`src/rtl/positional_list_engine_macros.svh`:
```
// Assertion macros used by the positional list engine datapath.
`ifndef POSITIONAL_LIST_ENGINE_MACROS_SVH
`define POSITIONAL_LIST_ENGINE_MACROS_SVH

`ifndef SYNTHESIS
// Plain check, sampled on the rising clock edge, off while in reset.
`define PLE_ASSERT(name, clk, rstn, prop, msg) \
    name: assert property (@(posedge clk) disable iff (!rstn) (prop)) \
        else $error(msg);
// Implication: whenever ante holds, cons must hold on the same edge.
`define PLE_ASSERT_IMPL(name, clk, rstn, ante, cons, msg) \
    name: assert property (@(posedge clk) disable iff (!rstn) (ante) |-> (cons)) \
        else $error(msg);
`else
`define PLE_ASSERT(name, clk, rstn, prop, msg)
`define PLE_ASSERT_IMPL(name, clk, rstn, ante, cons, msg)
`endif

`endif

```
`src/rtl/ple_pkg.sv`:
```
// Shared types and constants for the positional list engine.
package ple_pkg;

    localparam int DATA_W    = 32;
    localparam int POS_W     = 7;
    localparam int CNT_W     = 7;
    localparam int OP_W      = 3;
    localparam int ST_W      = 2;
    localparam int S_TDATA_W = 40;
    localparam int M_TDATA_W = 40;

    typedef enum logic [OP_W-1:0] {
        OP_READ      = 3'd0,
        OP_INS_FRONT = 3'd1,
        OP_INS_END   = 3'd2,
        OP_INS_POS   = 3'd3,
        OP_DEL_FRONT = 3'd4,
        OP_DEL_END   = 3'd5,
        OP_DEL_POS   = 3'd6,
        OP_CLEAR     = 3'd7
    } op_t;

    typedef enum logic [ST_W-1:0] {
        ST_OK     = 2'd0,
        ST_EMPTY  = 2'd1,
        ST_BADPOS = 2'd2,
        ST_FULL   = 2'd3
    } status_t;

    typedef enum logic [1:0] {
        CLS_READ = 2'd0,
        CLS_INS  = 2'd1,
        CLS_DEL  = 2'd2,
        CLS_CLR  = 2'd3
    } cls_t;

    // controller -> datapath
    typedef struct packed {
        logic load;
        logic decode;
        logic fetch;
        logic keep;
        logic shift;
        logic finish;
        logic clear;
        logic rd_issue;
        logic rd_emit;
        logic reply;
    } ple_cmd_t;

    // datapath -> controller
    typedef struct packed {
        cls_t    cls;
        status_t status;
        logic    shift_done;
        logic    rd_last;
        logic    out_free;
    } ple_stat_t;

endpackage

```
`src/rtl/positional_list_engine.sv`:
```
// Top level of the positional list engine: sequencer plus datapath.
//
// Ordered list of up to CAPACITY signed 32-bit values held in a single-port-write,
// registered-read memory. Each input beat is one command; every command returns
// one result beat with tlast set, except a readout of a nonempty list, which
// returns one beat per element, front first, tlast on the final one. Inserts and
// deletes move the entries behind the target slot one slot per cycle through the
// memory port, at most CAPACITY - 1 entries, and none at the end of the list.
// A readout streams one element per cycle while m_axis_tready stays high. A
// result beat that is not taken holds the sequencer until it is. Errors (empty
// list, bad position, store full) change nothing. The store needs no clearing
// after reset; entries past the count are never read.
// item_count carries the low 7 bits of the count.
module positional_list_engine
    import ple_pkg::*;
#(
    parameter int CAPACITY = 64
) (
    input  logic                 aclk,
    input  logic                 aresetn,

    input  logic                 s_axis_tvalid,
    output logic                 s_axis_tready,
    input  logic [S_TDATA_W-1:0] s_axis_tdata,   // position[6:0], value[38:7]
    input  logic [OP_W-1:0]      s_axis_tuser,   // cmd[2:0]

    output logic                 m_axis_tvalid,
    input  logic                 m_axis_tready,
    output logic [M_TDATA_W-1:0] m_axis_tdata,   // item_value[31:0], item_count[38:32]
    output logic [ST_W-1:0]      m_axis_tuser,   // status[1:0]
    output logic                 m_axis_tlast
);

    ple_cmd_t  cmd;
    ple_stat_t stat;

    ple_ctrl u_ctrl (
        .aclk    (aclk),
        .aresetn (aresetn),
        .s_valid (s_axis_tvalid),
        .s_ready (s_axis_tready),
        .stat    (stat),
        .cmd     (cmd)
    );

    ple_datapath #(
        .CAPACITY (CAPACITY)
    ) u_datapath (
        .aclk     (aclk),
        .aresetn  (aresetn),
        .cmd      (cmd),
        .stat     (stat),
        .s_tdata  (s_axis_tdata),
        .s_tuser  (s_axis_tuser),
        .m_tvalid (m_axis_tvalid),
        .m_tready (m_axis_tready),
        .m_tdata  (m_axis_tdata),
        .m_tuser  (m_axis_tuser),
        .m_tlast  (m_axis_tlast)
    );

endmodule

```
`src/rtl/ple_ctrl.sv`:
```
// Command sequencer for the positional list engine.
module ple_ctrl
    import ple_pkg::*;
(
    input  logic      aclk,
    input  logic      aresetn,
    input  logic      s_valid,
    output logic      s_ready,
    input  ple_stat_t stat,
    output ple_cmd_t  cmd
);

    typedef enum logic [6:0] {
        S_IDLE     = 7'b0000001,
        S_DECODE   = 7'b0000010,
        S_KEEP     = 7'b0000100,
        S_SHIFT    = 7'b0001000,
        S_REPLY    = 7'b0010000,
        S_RD_ISSUE = 7'b0100000,
        S_RD_EMIT  = 7'b1000000
    } state_t;

    state_t state_reg, state_next;

    assign s_ready = (state_reg == S_IDLE);

    always_comb begin
        cmd        = '0;
        state_next = state_reg;
        unique case (state_reg)
            S_IDLE: begin
                if (s_valid) begin
                    cmd.load   = 1'b1;
                    state_next = S_DECODE;
                end
            end
            S_DECODE: begin
                cmd.decode = 1'b1;
                if (stat.status != ST_OK) begin
                    state_next = S_REPLY;
                end else begin
                    case (stat.cls)
                        CLS_READ: state_next = S_RD_ISSUE;
                        CLS_INS:  state_next = S_SHIFT;
                        CLS_DEL: begin
                            // pull the victim out before the gap is closed
                            cmd.fetch  = 1'b1;
                            state_next = S_KEEP;
                        end
                        CLS_CLR: begin
                            cmd.clear  = 1'b1;
                            state_next = S_REPLY;
                        end
                    endcase
                end
            end
            S_KEEP: begin
                cmd.keep   = 1'b1;
                state_next = S_SHIFT;
            end
            S_SHIFT: begin
                if (stat.shift_done) begin
                    cmd.finish = 1'b1;
                    state_next = S_REPLY;
                end else begin
                    cmd.shift = 1'b1;
                end
            end
            S_REPLY: begin
                if (stat.out_free) begin
                    cmd.reply  = 1'b1;
                    state_next = S_IDLE;
                end
            end
            S_RD_ISSUE: begin
                cmd.rd_issue = 1'b1;
                state_next   = S_RD_EMIT;
            end
            S_RD_EMIT: begin
                if (stat.out_free) begin
                    cmd.rd_emit = 1'b1;
                    if (stat.rd_last) begin
                        state_next = S_IDLE;
                    end
                end
            end
            default: state_next = S_IDLE;
        endcase
    end

    always_ff @(posedge aclk) begin
        if (!aresetn) begin
            state_reg <= S_IDLE;
        end else begin
            state_reg <= state_next;
        end
    end

endmodule

```
`src/rtl/ple_datapath.sv`:
```
// List store, entry count, shift walker and result register.
`include "positional_list_engine_macros.svh"

module ple_datapath
    import ple_pkg::*;
#(
    parameter int CAPACITY = 64
) (
    input  logic                 aclk,
    input  logic                 aresetn,
    input  ple_cmd_t             cmd,
    output ple_stat_t            stat,
    input  logic [S_TDATA_W-1:0] s_tdata,
    input  logic [OP_W-1:0]      s_tuser,
    output logic                 m_tvalid,
    input  logic                 m_tready,
    output logic [M_TDATA_W-1:0] m_tdata,
    output logic [ST_W-1:0]      m_tuser,
    output logic                 m_tlast
);

    localparam int AW = $clog2(CAPACITY);
    localparam int CW = $clog2(CAPACITY + 1);
    localparam int PW = ((CW > POS_W) ? CW : POS_W) + 1;

    op_t               op_reg, op_next;
    logic [POS_W-1:0]  pos_reg, pos_next;
    logic [DATA_W-1:0] val_reg, val_next;
    logic [CW-1:0]     count_reg, count_next;
    logic [AW-1:0]     walk_reg, walk_next;
    logic [AW-1:0]     left_reg, left_next;
    logic              wr_pend_reg, wr_pend_next;
    logic [AW-1:0]     wr_addr_reg, wr_addr_next;
    status_t           status_reg, status_next;
    logic [DATA_W-1:0] outv_reg, outv_next;
    logic [DATA_W-1:0] rd_data_reg;
    logic [DATA_W-1:0] store_reg [CAPACITY];

    logic              m_valid_reg, m_valid_next;
    status_t           out_status_reg, out_status_next;
    logic [DATA_W-1:0] out_value_reg, out_value_next;
    logic [CNT_W-1:0]  out_count_reg, out_count_next;
    logic              out_last_reg, out_last_next;

    logic [PW-1:0]     cnt_x, pos_x, tgt_x;
    logic [AW-1:0]     tgt, src_addr, rd_addr, wr_addr;
    logic [DATA_W-1:0] wr_data;
    logic              full, empty, ins_pos_ok, del_pos_ok;
    logic              rd_en, wr_en, rd_last, out_free;
    cls_t              cls;
    status_t           dec_status;

    // ---- command decode against the current count
    assign cnt_x      = PW'(count_reg);
    assign pos_x      = PW'(pos_reg);
    assign full       = (cnt_x >= PW'(CAPACITY));
    assign empty      = (count_reg == '0);
    assign ins_pos_ok = (pos_x != '0) && (pos_x <= cnt_x + PW'(1));
    assign del_pos_ok = (pos_x != '0) && (pos_x <= cnt_x);

    always_comb begin
        cls        = CLS_CLR;
        dec_status = ST_OK;
        tgt_x      = '0;
        unique case (op_reg) inside
            OP_READ: begin
                cls = CLS_READ;
                if (empty) dec_status = ST_EMPTY;
            end
            OP_INS_FRONT, OP_INS_END: begin
                cls = CLS_INS;
                if (full) dec_status = ST_FULL;
                if (op_reg == OP_INS_END) tgt_x = cnt_x;
            end
            OP_INS_POS: begin
                cls = CLS_INS;
                // position is checked ahead of room
                if (!ins_pos_ok) dec_status = ST_BADPOS;
                else if (full)   dec_status = ST_FULL;
                tgt_x = pos_x - PW'(1);
            end
            OP_DEL_FRONT, OP_DEL_END: begin
                cls = CLS_DEL;
                if (empty) dec_status = ST_EMPTY;
                if (op_reg == OP_DEL_END) tgt_x = cnt_x - PW'(1);
            end
            OP_DEL_POS: begin
                cls = CLS_DEL;
                if (empty)            dec_status = ST_EMPTY;
                else if (!del_pos_ok) dec_status = ST_BADPOS;
                tgt_x = pos_x - PW'(1);
            end
            OP_CLEAR: begin
                cls = CLS_CLR;
            end
        endcase
    end

    assign tgt      = tgt_x[AW-1:0];
    // insert walks down (reads walk-1), delete walks up (reads walk+1)
    assign src_addr = (cls == CLS_INS) ? walk_reg - AW'(1) : walk_reg + AW'(1);
    assign rd_last  = (PW'(walk_reg) == cnt_x - PW'(1));
    assign out_free = !m_valid_reg || m_tready;

    assign stat.cls        = cls;
    assign stat.status     = dec_status;
    assign stat.shift_done = (left_reg == '0) && !wr_pend_reg;
    assign stat.rd_last    = rd_last;
    assign stat.out_free   = out_free;

    // ---- memory port selection
    assign rd_en = cmd.fetch || (cmd.shift && (left_reg != '0)) || cmd.rd_issue ||
                   (cmd.rd_emit && !rd_last);

    always_comb begin
        if (cmd.fetch)         rd_addr = tgt;
        else if (cmd.shift)    rd_addr = src_addr;
        else if (cmd.rd_issue) rd_addr = walk_reg;
        else                   rd_addr = walk_reg + AW'(1);
    end

    // the closing write of an insert never meets a pending shift write
    assign wr_en   = (cmd.shift && wr_pend_reg) || (cmd.finish && (cls == CLS_INS));
    assign wr_addr = cmd.finish ? tgt : wr_addr_reg;
    assign wr_data = cmd.finish ? val_reg : rd_data_reg;

    always_ff @(posedge aclk) begin
        if (wr_en) store_reg[wr_addr] <= wr_data;
        if (rd_en) rd_data_reg <= store_reg[rd_addr];
    end

    // ---- next state
    always_comb begin
        op_next      = op_reg;
        pos_next     = pos_reg;
        val_next     = val_reg;
        count_next   = count_reg;
        walk_next    = walk_reg;
        left_next    = left_reg;
        wr_pend_next = wr_pend_reg;
        wr_addr_next = wr_addr_reg;
        status_next  = status_reg;
        outv_next    = outv_reg;

        if (cmd.load) begin
            op_next  = op_t'(s_tuser);
            pos_next = s_tdata[POS_W-1:0];
            val_next = s_tdata[POS_W +: DATA_W];
        end
        if (cmd.decode) begin
            status_next  = dec_status;
            outv_next    = '0;
            wr_pend_next = 1'b0;
            case (cls)
                CLS_INS: begin
                    walk_next = cnt_x[AW-1:0];
                    left_next = AW'(cnt_x - tgt_x);
                end
                CLS_DEL: begin
                    walk_next = tgt;
                    left_next = AW'(cnt_x - tgt_x - PW'(1));
                end
                default: begin
                    walk_next = '0;
                    left_next = '0;
                end
            endcase
        end
        if (cmd.keep) outv_next = rd_data_reg;
        if (cmd.clear) count_next = '0;
        if (cmd.shift) begin
            wr_pend_next = (left_reg != '0);
            if (left_reg != '0) begin
                wr_addr_next = walk_reg;
                walk_next    = src_addr;
                left_next    = left_reg - AW'(1);
            end
        end
        if (cmd.finish) begin
            count_next = (cls == CLS_INS) ? count_reg + CW'(1) : count_reg - CW'(1);
        end
        if (cmd.rd_emit && !rd_last) walk_next = walk_reg + AW'(1);
    end

    // ---- result register
    always_comb begin
        m_valid_next    = m_valid_reg && !m_tready;
        out_status_next = out_status_reg;
        out_value_next  = out_value_reg;
        out_count_next  = out_count_reg;
        out_last_next   = out_last_reg;
        if (cmd.reply) begin
            m_valid_next    = 1'b1;
            out_status_next = status_reg;
            out_value_next  = outv_reg;
            out_count_next  = cnt_x[CNT_W-1:0];
            out_last_next   = 1'b1;
        end else if (cmd.rd_emit) begin
            m_valid_next    = 1'b1;
            out_status_next = ST_OK;
            out_value_next  = rd_data_reg;
            out_count_next  = cnt_x[CNT_W-1:0];
            out_last_next   = rd_last;
        end
    end

    always_ff @(posedge aclk) begin
        if (!aresetn) begin
            count_reg   <= '0;
            wr_pend_reg <= 1'b0;
            m_valid_reg <= 1'b0;
        end else begin
            count_reg   <= count_next;
            wr_pend_reg <= wr_pend_next;
            m_valid_reg <= m_valid_next;
        end
    end

    always_ff @(posedge aclk) begin
        op_reg         <= op_next;
        pos_reg        <= pos_next;
        val_reg        <= val_next;
        walk_reg       <= walk_next;
        left_reg       <= left_next;
        wr_addr_reg    <= wr_addr_next;
        status_reg     <= status_next;
        outv_reg       <= outv_next;
        out_status_reg <= out_status_next;
        out_value_reg  <= out_value_next;
        out_count_reg  <= out_count_next;
        out_last_reg   <= out_last_next;
    end

    assign m_tvalid = m_valid_reg;
    assign m_tdata  = {{(M_TDATA_W - DATA_W - CNT_W){1'b0}}, out_count_reg, out_value_reg};
    assign m_tuser  = out_status_reg;
    assign m_tlast  = out_last_reg;

    `PLE_ASSERT(a_count_bound, aclk, aresetn, count_reg <= CW'(CAPACITY), "entry count above capacity")
    `PLE_ASSERT_IMPL(a_count_step, aclk, aresetn, $past(aresetn) && (count_reg != $past(count_reg)), (count_reg == $past(count_reg) + CW'(1)) || (count_reg == $past(count_reg) - CW'(1)) || (count_reg == '0), "entry count moved by more than one")
    `PLE_ASSERT_IMPL(a_err_value_zero, aclk, aresetn, m_valid_reg && (out_status_reg != ST_OK), out_value_reg == '0, "error beat carries a nonzero value")
    `PLE_ASSERT_IMPL(a_place_no_pend, aclk, aresetn, cmd.finish, !wr_pend_reg, "closing write collides with a pending shift write")

endmodule
```
`config.mk`:
```
export PLATFORM = sky130hd
export DESIGN_NAME = positional_list_engine
export DESIGN_NICKNAME = d
export VERILOG_FILES = /design/src/rtl/ple_pkg.sv /design/src/rtl/positional_list_engine.sv /design/src/rtl/ple_ctrl.sv /design/src/rtl/ple_datapath.sv
export VERILOG_INCLUDE_DIRS = /design/src /design/src/rtl
export SDC_FILE = /design/constraint.sdc
export NUM_CORES = 2
export LEC_CHECK = 0
export BUFFER_PORTS_ARGS = -buffer_cell sky130_fd_sc_hd__buf_2
export CORE_MARGIN = 2
export CORE_UTILIZATION = 45
export CTS_BUF_LIST = sky130_fd_sc_hd__clkbuf_4
export DETAILED_ROUTE_END_ITERATION = 12
export SLEW_MARGIN = 20
export SYNTH_ARGS = -nofsm -noshare
export SYNTH_HDL_FRONTEND = slang
export SYNTH_HIERARCHICAL = 1
export SYNTH_SLANG_ARGS = --single-unit
export TNS_END_PERCENT = 50
```
`constraint.sdc`:
```
create_clock -name aclk -period 6.84 [get_ports aclk]
set_input_delay 1.368 -clock aclk [delete_from_list [all_inputs] [get_ports aclk]]
set_output_delay 1.368 -clock aclk [all_outputs]
set_load 0.1 [all_outputs]
```
==> results.tsv <==
metric	value	unit
ys.flop_type	edfxtp_1	
layout.nets	6059	
initial_core_util	45.2	%
path_max_fanout	22	
fin_crit	6.34	ns
yosysWarnings	6	
syn-instance-count	5312	
ys_ff_latch	2232	
slowest_stage	nor4b_2	
drive_above_1_share	26.4	%
cts_buffer_depth	4	
place_hpwl	143000	µm
status	complete, no violations	
antenna_found_initial	19	
p_int	25.6	mW
whs_endpoint	u_datapath/val_reg[12]	
seq_power_share	40.0	%
setup_ws	0.503	ns
nFillCells	16600	
dr.pass1.iters	8	
clock_latency	1.35	ns
critPathMaxStageDelay	0.63	ns
p_sw_share	32.0	%
crit_chain	ha_1, nand3_1, nor3_1, xnor2_1, ha_1, and3_1, nand2_1, o221ai_1, o21ai_0, a21oi_1, o211ai_1, o31ai_1, nor2_1, nand3_1, nor2_4, buf_12, nand2_1, o221a_4, buf_12, buf_4, mux4_2, mux2i_1, o21ai_0, nor4b_2	
fin_util	51.6	%
cp-startpoint	u_datapath/count_reg[0]	
grt_remaining_overflow	0	
final-hold-violation-count	0	
fp-row-count	165	
total_power	37.6	mW
drtIter0Drc	6089	
htreeDepth	6	
cp.arrival	7.34	ns
wl	245000	µm
core_region_area	202000	µm²
cts_tree	built	
portBuffers	89	
r2r-end	u_datapath/rd_data_reg[26]	
drc	0	
worstMarginPinSlew	1.07	ns
vias	51800	
setup-tns-final	0	ns
io_pins	92	
start_kind	flip-flop	
dpl.cell_count	8041	
min_from	s_axis_tdata[19]	
slew_headroom	28.3	%
fp.dieArea	207000	µm²
cts_hold_buf	0	
dpl_cell_area	97200	µm²
hp-class	input pin to flip-flop	
grt_max_degree	94	
skew	0.0953	ns
ir_worst_vdd	240	µV
grt_pass1_wl	349000	µm
p_leak	36.0	nW
min_delay_path_depth	1	
yosysSeqAreaShare	73.0	%
powerDensity	360	nW/µm²
track_usage	23.4	%
clk_pin_slew_worst_paths	0.06	ns
via_per_inst	5.75	
largest_reg_flops	2048	
rrSetupSlack	0.50	ns
grt_pass1_vias	51000	
final_max_slew_viol_count	0	
final_area	104000	µm²
required	7.84	ns
syn_avg_cell_area	17.2	µm²
area_delta_synth_final	14.2	%
ant_nets	0	
combPwrFrac	30.5	%
cts_inserted_buffers	585	
fmax	0.158	GHz
rsz0062_at_grt	no	
wire_per_inst	27.2	µm
place.gp.congestion	0.854	
instances_no_fill	9020	
period_share	92.7	%
crit_buf_inv	3	
die_w	455	µm
drv_cap	0	
cts.sinks	2232	
clkPwrFrac	29.5	%
async_flop_share	0	%
place_ws	0.142	ns
p_switching	12.0	mW
hold_slack	0.234	ns
root_buffer	clkbuf_4	
rr_worst_depth	24	
synth_nets	5400	
cp_top_family	simple AND/OR/NAND/NOR gates	
synth-edff-count	2203	
syn_area	91400	µm²
timing.rr.start	u_datapath/count_reg[0]	
worst_setup_path_end_kind	flip-flop	
fp.dieH	455	µm
worst-setup-path-type	flip-flop to flip-flop	
ys_types	83	
setup_viol_count_final	0	
## power by group through the flow
| stage | Sequential, mW | Clock, mW | Combinational (mW) |
|---|---|---|---|
| 3_3_place_gp | 15.3 | 0 | 11.3 |
| 4_1_cts | 15.0 | 11.4 | 11.4 |
| 2_1_floorplan | 15.3 | 0 | 7.32 |
| 3_5_place_dp | 15.3 | 0 | 11.3 |
| 6_report | 15.0 | 11.1 | 11.5 |
| 5_1_grt | 15.0 | 12.1 | 12.0 |
## final cells by class
type	count	area, µm²	area share [%]
Tap cell	2672	3340	3.20
Multi-Input combinational cell	2689	23600	22.6
Clock inverter	118	646	0.619
Timing Repair Buffer	390	3460	3.32
Inverter	73	274	0.263
Sequential cell	2232	66700	64.0
Antenna cell	11	27.5	0.0264
Clock buffer	835	6270	6.01
## how the worst max path moves through the flow
| stage | end | cells after the start | slack [ns] |
|---|---|---|---|
| 6_report | u_datapath/rd_data_reg[26] | 24 | 0.50 |
| 3_3_place_gp | u_datapath/rd_data_reg[7] | 22 | 0.23 |
| 3_5_place_dp | u_datapath/rd_data_reg[21] | 22 | 0.14 |
| 5_1_grt | u_datapath/rd_data_reg[16] | 26 | 0.11 |
| 4_1_cts | u_datapath/rd_data_reg[21] | 22 | 0.11 |
| 2_1_floorplan | u_datapath/rd_data_reg[10] | 24 | 1.65 |
## cells in the mapped netlist (28+ instances only)
cell type	instances	area [µm²]
a311oi_1	120	1050
mux4_2	92	2070
o22ai_1	28	175
o21ai_0	47	235
edfxtp_1	2203	66200
a21oi_1	39	195
dfxtp_1	29	581
a211oi_1	58	435
mux2_2	182	2050
nor2_1	112	420
nand2_1	465	1750
mux2i_1	953	9540
inv_1	70	263
and3_1	92	576
and2_1	42	263
clkbuf_1	129	484
a31oi_1	30	188
ha_1	39	488
buf_2	147	736
## layer usage
metal / GRT usage [%] / vias up / wire [µm]
met5: 0 / - / 67
met4: 7.87 / 10 / 6070
met3: 5.31 / 367 / 21800
met2: 36.0 / 2334 / 113000
met1: 32.9 / 26400 / 105000
li1: - / 22700 / -
## logic make-up (layout without fill, tap and decap cells)
kind of cell,Yosys count,after routing,share of synthesized area [%]
flops,2232,2232,73.0
mux,1228,1228,15.0
buf+inv,391,1416,1.93
fa+ha+maj,41,41,0.578
simple gates,865,865,4.62
xor+xnor,34,34,0.326
other cells,1,12,0.00410
compound gates,520,520,4.56
## repair_timing
item | in CTS | in global routing
resized for setup | 0 | 8
setup buffers | 0 | 14
endpoints found under the setup margin | 0 | 32
endpoints found under the hold margin | 0 | 0
## layout by cell type (no fill, tap or decap), types with 12 or more instances in the layout
cell type and instances:
inv_2 19, o2111ai_1 18, mux4_2 92, o2bb2ai_2 19, ha_1 39, o21ai_0 47, dfxtp_1 29, nor4b_2 18
buf_4 242, a221oi_1 26, nor3_1 25, clkinv_1 84, buf_2 89, o2bb2ai_1 13, a2111o_1 22, nand2_1 463
nand3_1 14, o32ai_1 23, o22ai_1 28, and2_1 40, a311o_1 12, a211oi_1 58, inv_1 69, mux2i_1 952
nor2_1 44, buf_12 54, nor2b_1 17, a31oi_1 29, xnor2_1 24, a311oi_1 120, a21oi_1 39, and3_1 92
nor4_1 15, clkbuf_4 835, edfxtp_1 2203, mux2_2 181, nor2_4 67
(Power assumes the default switching activity.)
